## src/rtl/tdtm_pkg.sv

```systemverilog
// Shared types and constants of the two-dimensional tape machine.
// Holds opcode characters, request codes, microcode layout and the microcode table.
// Depends on nothing.
package tdtm_pkg;

  // Request codes carried on the action field
  localparam logic [1:0] ACT_LOAD  = 2'd0;
  localparam logic [1:0] ACT_START = 2'd1;
  localparam logic [1:0] ACT_STEP  = 2'd2;

  // Span of the 6-bit row and column fields of a load request
  localparam int FIELD_SPAN = 64;

  // Headings
  localparam logic [1:0] HEAD_RIGHT = 2'd0;
  localparam logic [1:0] HEAD_UP    = 2'd1;
  localparam logic [1:0] HEAD_LEFT  = 2'd2;
  localparam logic [1:0] HEAD_DOWN  = 2'd3;

  // Opcode characters
  localparam logic [7:0] OP_INC     = 8'h2B;  // +
  localparam logic [7:0] OP_DEC     = 8'h2D;  // -
  localparam logic [7:0] OP_RIGHT   = 8'h7D;  // }
  localparam logic [7:0] OP_LEFT    = 8'h7B;  // {
  localparam logic [7:0] OP_TURN_L  = 8'h3C;  // <
  localparam logic [7:0] OP_TURN_R  = 8'h3E;  // >
  localparam logic [7:0] OP_TURN_U  = 8'h5E;  // ^
  localparam logic [7:0] OP_TURN_D  = 8'h76;  // v
  localparam logic [7:0] OP_SKIP    = 8'h21;  // !
  localparam logic [7:0] OP_MIRROR  = 8'h2F;  // /
  localparam logic [7:0] OP_BMIRROR = 8'h5C;  // backslash
  localparam logic [7:0] OP_IN      = 8'h2C;  // ,
  localparam logic [7:0] OP_OUT     = 8'h2E;  // .
  localparam logic [7:0] OP_START   = 8'h24;  // $
  localparam logic [7:0] OP_WALL    = 8'h23;  // #

  // Tape write address source
  typedef enum logic [1:0] {
    TSEL_CUR   = 2'd0,
    TSEL_RIGHT = 2'd1,
    TSEL_LEFT  = 2'd2
  } tsel_t;

  // Effect of one executed cell, from the execute unit to the datapath
  typedef struct packed {
    logic       stop;
    logic       fault;
    logic       move;
    logic       emit;
    logic       tape_we;
    tsel_t      tape_sel;
    logic [7:0] tape_wdata;
    logic       dp_inc;
    logic       dp_dec;
    logic       grow_r;
    logic       grow_l;
    logic [1:0] dir_next;
  } exec_ctl_t;

  // Microcode
  typedef logic [3:0] upc_t;

  localparam upc_t U_PCLR    = 4'd0;
  localparam upc_t U_IDLE    = 4'd1;
  localparam upc_t U_LOAD    = 4'd2;
  localparam upc_t U_START   = 4'd3;
  localparam upc_t U_TCLR    = 4'd4;
  localparam upc_t U_SCAN_RD = 4'd5;
  localparam upc_t U_SCAN_EV = 4'd6;
  localparam upc_t U_EXEC    = 4'd7;
  localparam upc_t U_REPORT  = 4'd8;
  localparam int   UROM_DEPTH = 9;

  typedef enum logic [3:0] {
    A_PCLR    = 4'd0,
    A_ACCEPT  = 4'd1,
    A_LOAD    = 4'd2,
    A_START   = 4'd3,
    A_TCLR    = 4'd4,
    A_SCAN_RD = 4'd5,
    A_SCAN_EV = 4'd6,
    A_EXEC    = 4'd7,
    A_REPORT  = 4'd8
  } uact_t;

  typedef enum logic [2:0] {
    C_ALWAYS    = 3'd0,
    C_PCLR_MORE = 3'd1,
    C_TCLR_MORE = 3'd2,
    C_DISPATCH  = 3'd3,
    C_SCAN_MORE = 3'd4,
    C_OUT_BUSY  = 3'd5
  } ucond_t;

  // Next step is tgt when the condition holds, else alt
  typedef struct packed {
    uact_t  act;
    ucond_t cond;
    upc_t   tgt;
    upc_t   alt;
  } ucw_t;

  function automatic ucw_t ucode(input upc_t addr);
    ucw_t w;
    case (addr)
      U_PCLR:    w = '{A_PCLR,    C_PCLR_MORE, U_PCLR,    U_IDLE};
      U_IDLE:    w = '{A_ACCEPT,  C_DISPATCH,  U_IDLE,    U_IDLE};
      U_LOAD:    w = '{A_LOAD,    C_ALWAYS,    U_REPORT,  U_REPORT};
      U_START:   w = '{A_START,   C_ALWAYS,    U_TCLR,    U_TCLR};
      U_TCLR:    w = '{A_TCLR,    C_TCLR_MORE, U_TCLR,    U_SCAN_RD};
      U_SCAN_RD: w = '{A_SCAN_RD, C_ALWAYS,    U_SCAN_EV, U_SCAN_EV};
      U_SCAN_EV: w = '{A_SCAN_EV, C_SCAN_MORE, U_SCAN_RD, U_REPORT};
      U_EXEC:    w = '{A_EXEC,    C_ALWAYS,    U_REPORT,  U_REPORT};
      U_REPORT:  w = '{A_REPORT,  C_OUT_BUSY,  U_REPORT,  U_IDLE};
      default:   w = '{A_REPORT,  C_ALWAYS,    U_IDLE,    U_IDLE};
    endcase
    return w;
  endfunction

endpackage

```

## src/rtl/tdtm_exec.sv

```systemverilog
// Execute unit: decodes one program cell and works out its effect on tape,
// data pointer, heading and instruction position. Depends on tdtm_pkg.
module tdtm_exec #(
  parameter int GRID_ROWS = 64,
  parameter int GRID_COLS = 64,
  parameter int RW = (GRID_ROWS > 1) ? $clog2(GRID_ROWS) : 1,
  parameter int CW = (GRID_COLS > 1) ? $clog2(GRID_COLS) : 1
) (
  input  logic                 cell_present,
  input  logic [7:0]           cell_code,
  input  logic [7:0]           cell_val,
  input  logic [7:0]           in_byte,
  input  logic [1:0]           dir,
  input  logic                 dp_at_end,
  input  logic                 dp_at_zero,
  input  logic                 tape_full,
  input  logic [RW-1:0]        ip_row,
  input  logic [CW-1:0]        ip_col,
  output tdtm_pkg::exec_ctl_t  ctl,
  output logic [RW-1:0]        row_next,
  output logic [CW-1:0]        col_next
);
  import tdtm_pkg::*;

  localparam logic [RW:0] ROW_MAX = (RW+1)'(GRID_ROWS - 1);
  localparam logic [CW:0] COL_MAX = (CW+1)'(GRID_COLS - 1);

  exec_ctl_t   dec;
  logic        halt;
  logic        gfail;
  logic        nz;
  logic        move_ok;
  logic [RW:0] kr;
  logic [CW:0] kc;
  logic [RW:0] r_sum;
  logic [RW:0] r_dif;
  logic [CW:0] c_sum;
  logic [CW:0] c_dif;

  assign halt = !cell_present || (cell_code == OP_WALL);
  assign nz   = (cell_val != 8'd0);

  always_comb begin
    dec          = '0;
    dec.dir_next = dir;
    dec.tape_sel = TSEL_CUR;
    gfail        = 1'b0;
    case (cell_code)
      OP_INC: begin
        dec.tape_we    = 1'b1;
        dec.tape_wdata = cell_val + 8'd1;
      end
      OP_DEC: begin
        dec.tape_we    = 1'b1;
        dec.tape_wdata = cell_val - 8'd1;
      end
      OP_IN: begin
        dec.tape_we    = 1'b1;
        dec.tape_wdata = in_byte;
      end
      OP_RIGHT: begin
        if (!dp_at_end) begin
          dec.dp_inc = 1'b1;
        end else if (!tape_full) begin
          // grow at the far end and step onto the new zero cell
          dec.dp_inc   = 1'b1;
          dec.grow_r   = 1'b1;
          dec.tape_we  = 1'b1;
          dec.tape_sel = TSEL_RIGHT;
        end else begin
          gfail = 1'b1;
        end
      end
      OP_LEFT: begin
        if (!dp_at_zero) begin
          dec.dp_dec = 1'b1;
        end else if (!tape_full) begin
          // prepend a zero cell; pointer stays at offset zero
          dec.grow_l   = 1'b1;
          dec.tape_we  = 1'b1;
          dec.tape_sel = TSEL_LEFT;
        end else begin
          gfail = 1'b1;
        end
      end
      OP_MIRROR:  dec.dir_next = dir ^ 2'b01;
      OP_BMIRROR: dec.dir_next = ~dir;  // three minus heading
      OP_TURN_L:  if (nz) dec.dir_next = HEAD_LEFT;
      OP_TURN_R:  if (nz) dec.dir_next = HEAD_RIGHT;
      OP_TURN_U:  if (nz) dec.dir_next = HEAD_UP;
      OP_TURN_D:  if (nz) dec.dir_next = HEAD_DOWN;
      OP_OUT:     dec.emit = 1'b1;
      default: ;
    endcase
  end

  // advance one cell, or two for a skip, along the new heading
  assign kr    = (cell_code == OP_SKIP) ? (RW+1)'(2) : (RW+1)'(1);
  assign kc    = (cell_code == OP_SKIP) ? (CW+1)'(2) : (CW+1)'(1);
  assign r_sum = {1'b0, ip_row} + kr;
  assign r_dif = {1'b0, ip_row} - kr;
  assign c_sum = {1'b0, ip_col} + kc;
  assign c_dif = {1'b0, ip_col} - kc;

  always_comb begin
    move_ok  = 1'b0;
    row_next = ip_row;
    col_next = ip_col;
    case (dec.dir_next)
      HEAD_RIGHT: begin
        move_ok  = (c_sum <= COL_MAX);
        col_next = c_sum[CW-1:0];
      end
      HEAD_UP: begin
        move_ok  = ({1'b0, ip_row} >= kr);
        row_next = r_dif[RW-1:0];
      end
      HEAD_LEFT: begin
        move_ok  = ({1'b0, ip_col} >= kc);
        col_next = c_dif[CW-1:0];
      end
      default: begin
        move_ok  = (r_sum <= ROW_MAX);
        row_next = r_sum[RW-1:0];
      end
    endcase
  end

  always_comb begin
    ctl = dec;
    if (halt) begin
      ctl          = '0;
      ctl.dir_next = dir;
      ctl.stop     = 1'b1;
    end else if (gfail) begin
      ctl.stop  = 1'b1;
      ctl.fault = 1'b1;
    end else if (move_ok) begin
      ctl.move = 1'b1;
    end else begin
      // leaving the grid: effect stands, position holds
      ctl.stop = 1'b1;
    end
  end

endmodule

```

## config.mk

```make
export PLATFORM = sky130hd
export DESIGN_NAME = tdtm_exec
export DESIGN_NICKNAME = d
export VERILOG_FILES = /design/src/rtl/tdtm_pkg.sv /design/src/rtl/tdtm_exec.sv
export SDC_FILE = /design/constraint.sdc
export NUM_CORES = 1
export LEC_CHECK = 0
export ABC_AREA = 1
export BUFFER_PORTS_ARGS = -buffer_cell sky130_fd_sc_hd__buf_4
export CORE_ASPECT_RATIO = 1.5
export CORE_MARGIN = 1
export CORE_UTILIZATION = 35
export DETAILED_ROUTE_END_ITERATION = 8
export MAX_ROUTING_LAYER = met4
export SYNTH_ARGS = -nofsm -noshare
export SYNTH_HDL_FRONTEND = slang
export SYNTH_SLANG_ARGS = --single-unit
```

## constraint.sdc

```tcl
create_clock -name vclk -period 4
set_clock_uncertainty 0.1 [all_clocks]
set_input_delay 0.8 -clock vclk [all_inputs]
set_output_delay 0.8 -clock vclk [all_outputs]
set_load 0.005 [all_outputs]
```

Yosys cells after proc, flatten, opt, wreduce, memory -nomap -nowiden
Index checks and enable logic that the tools add are counted.
Word-level totals
  bits in registers: 0
  input port bits: 42
  output and inout bits: 33
  word-level logic and storage cells: 71
Cells by class
  add/subtract/negate cells: 6
  magnitude comparators: 4
  eq/ne operators: 16
  mux-type cells: 37
  bitwise operators: 2
  reductions and logical operators: 6
Operators with widths (number)
  $eq 8x6->1 const B: 9
  $eq 8x7->1 const B: 5
  $pmux 6 s2: 2
  $pmux 8 s3: 1
  $mux 1: 18
  $mux 18: 1
  $mux 3: 5
  $add 6x2->7: 2
  $le 7x6->1 const B: 2
  $ge 6x2->1: 2
  $pmux 2 s6: 1
  $sub 6x2->6: 2
  $mux 2: 5
  $add 8x1->8 const B: 1
  $reduce_bool 8->1: 1
  $sub 8x1->8 const B: 1
  $pmux 1 s3: 2
  $pmux 2 s2: 1
  $reduce_or 3->1: 1
  $eq 2x1->1 const B: 1
  $eq 2x2->1 const B: 1
  $logic_not 2->1: 1
  $not 2->2: 1
  $pmux 1 s2: 1
  other kinds (4): 4

Longest topological paths before layout
  depth in word-level cells: 8
  mapped depth: 16
  mapped depth without buffers: 16

Least setup slack after synthesis
OpenSTA, ideal clock, no wires.
  kind: input to output
  start: input cell_code[7]
  end: output ctl[20] (netlist bit)
  arrival time: 2.811 ns
  data required time: 3.100 ns
  setup slack: 0.289 ns
  cell stages on the path: 12
  path buffers: 0
  path through: nor2_1 > nand2_1 > inv_1 > nand4_1 > fa_1 > nor2_1 > inv_1 > a2111oi_0 > nand2_1 > nand2_1 > nand2_1 > nand2_1
RTL lines
  start: declaration: RTL line tdtm_exec.sv:10  | input logic [7:0] cell_code,
  end: declaration: RTL line tdtm_exec.sv:19  | output tdtm_pkg::exec_ctl_t ctl,

==> metrics.csv <==
stage,metric,value,unit
floorplanning,dieArea,5290,um2
floorplanning,coreArea,4810,um2
floorplanning,num_rows,31,
final_layout,design.seq.count,0,
detailed_routing,drt_iter0_drc,100,
detailed_routing,drt-total-wl,5280,um
logic_synthesis,yosysUniqueCellTypes,39,
sta,setup_viol_count_final,0,
detailed_routing,drc,0,
setup_path,crit_path_end_kind,output pin,
logic_synthesis,synth_seq_area_share,0,%
setup_path,worstPathMaxFanout,10,
final_layout,n_clock_buffer,0,
sta,fin_crit,3.80,ns
logic_synthesis,synth_top_area_share,20.2,%
logic_synthesis,synth_nets,388,
hold_path,min_path_type,input pin to output pin,
status,status,completed,
placement,portBuffers,75,
setup_path,startpoint_type,input pin,
power_and_ir_drop,clkPwrFrac,0,%
floorplanning,die_h,88.6,um
clocking,postCtsHoldBufs,0,
final_layout,design_area,2430,um2
sta,hold_viol_final,0,
final_layout,antenna_cells,0,
sta,maxSlewHeadroom,58.7,%
final_layout,nets,465,
global_routing,grt_pass1_wl,8650,um
clocking,cts_resized,0,
global_routing,antenna_found_initial,0,
final_layout,num-fill-cells,537,
power_and_ir_drop,power,0.000187,W
clocking,cts_setup_buffers,0,
setup_path,worst-setup-path-type,input pin to output pin,
placement,place_area,2420,um2
detailed_routing,first_pass_iters,4,
floorplanning,die_w,59.7,um
power_and_ir_drop,leakage,1.27,nW
sta,holdWs,1.77,ns
final_layout,seq_area,0,um2
power_and_ir_drop,switchingPower,0.0000989,W
power_and_ir_drop,seq_power_share,0,%
logic_synthesis,synthesis.instances,326,
run,maxCapViolCount,0,
power_and_ir_drop,power_frac_comb,100.0,%
logic_synthesis,synth.largest_area_cell,nand2_1,
detailed_routing,vias,2218,
logic_synthesis,syn_area,1750,um2
global_routing,grt_pass1_vias,2016,
power_and_ir_drop,p_int,0.0000884,W
logic_synthesis,ys_warn_count,0,
sta,period_share,95.0,%
floorplanning,ioPinCount,75,
detailed_routing,wl_per_cell,11.3,um
floorplanning,start_util,36.4,%
global_routing,grt_start_max_net_pins,16,
final_layout,drive_above_1_share,29.2,%
global_routing,grt-ovfl-total,0,
final_layout,synthToLayoutAreaGrowth,39.2,%
sta,tns,0,ns
detailed_routing,antenna_left,0,
setup_path,crit_arrival,2.90,ns
logic_synthesis,synthTopCellsByArea,"nand2_1 (20%), ha_1 (11%), nor2_1 (9.9%), inv_1 (9.0%), nand3_1 (7.7%)",
sta,tightest_slew,0.616,ns
placement,gp_congestion,0.897,
sta,drv_slew,0,
logic_synthesis,syn_area_per_cell,5.37,um2
sta,clock.fmax,263,MHz
power_and_ir_drop,power_density,76.9,nW/um2
power_and_ir_drop,swShare,52.8,%
placement,dp_hpwl,4500,um
global_routing,grt_usage,20.8,%
setup_path,worstPathRequired,3.10,ns
detailed_routing,viasPerCell,4.75,
power_and_ir_drop,worst_ir_drop_vdd,0.0373,mV
==> power groups by stage <==
| stage | clock network, W | registers (W) | logic, W |
|---|---|---|---|
| after CTS | 0 | 0 | 0.000186 |
| after floorplan | 0 | 0 | 0.0000970 |
| after global routing | 0 | 0 | 0.000211 |
| final | 0 | 0 | 0.000187 |
| after detailed placement | 0 | 0 | 0.000185 |
| after global placement | 0 | 0 | 0.000184 |
==> area by class of cell <==
cell class / count / area (um2) / share of cell area [%]
Multi-Input combinational cell: 271 / 1550 / 63.7
Tap cell: 66 / 82.6 / 3.39
Inverter: 50 / 188 / 7.71
Timing Repair Buffer: 80 / 613 / 25.2
==> Yosys cell counts (2+ instances only) <==
master,n
nor2_1,46
or2_2,6
a21oi_1,21
fa_1,5
inv_2,8
inv_1,42
buf_2,2
o211ai_1,5
nand2_1,94
xnor2_1,3
nand3_1,27
nor2_2,2
nand2_2,4
nor3_1,2
clkbuf_1,2
nand4_1,3
ha_1,15
o21ai_0,7
or2_0,2
a21oi_2,2
o21ai_1,4
xor2_1,7
==> path summary, 6_finish.rpt <==
path	start	slack, ns	to	cells past startpoint
min	tape_full	1.77	ctl[5]	3
max	cell_code[5]	0.20	ctl[20]	18
==> stage by stage <==
stage               utilization (%)  setup slack, ns  std cells
floorplan                         -            0.289        326
global placement               50.2            0.168        467
detailed placement             50.2           0.0846        467
CTS                            50.2           0.0838        467
global route                   50.6         -0.00570        467
finish                         50.6            0.201        467
==> metal layers <==
layer | track usage, % | routed length [um] | vias to the layer above
met5 | - | 0 | -
met3 | 0.292 | 187 | 6
li1 | - | - | 1195
met1 | 24.6 | 2220 | 950
met2 | 39.1 | 2820 | 67
met4 | 2.75 | 55 | 0
==> cells in the final DEF (no fill, tap or decap), types with 3 or more instances in the layout <==
| cell type | instances |
|---|---|
| o21ai_0 | 7 |
| nand4_1 | 3 |
| or2_2 | 6 |
| nand2_2 | 4 |
| inv_2 | 9 |
| buf_4 | 79 |
| nor2_1 | 44 |
| nand3_1 | 27 |
| inv_1 | 41 |
| o21ai_1 | 4 |
| xor2_1 | 7 |
| fa_1 | 4 |
| nand2_1 | 94 |
| nor2_2 | 4 |
| o211ai_1 | 5 |
| ha_1 | 15 |
| xnor2_1 | 3 |
| a21oi_1 | 21 |
==> critical path, stage by stage <==
cell and delay, ns:
buf_4 0.12, inv_1 0.06, nor2_1 0.05, nand2_1 0.07, inv_1 0.06, nand4_1 0.14, buf_12 0.16, ha_1 0.16
inv_1 0.05, fa_1 0.41, nor2_2 0.14, inv_1 0.07, a2111oi_2 0.21, nand2_1 0.08, nand2_1 0.11, nand2_1 0.06
nand2_1 0.05, buf_4 0.10
==> cells by family (layout without fill, tap and decap cells) <==
family	after synthesis	count (layout)	share of synthesized area, %
AO/OA/AOI/OAI	47	47	16.5
XOR/XNOR	10	10	5.01
adder cells (fa/ha/maj)	20	20	16.5
buffers and inverters	55	130	12.4
AND/OR/NAND/NOR	194	194	49.7
Power figures use the tool's default switching activity.
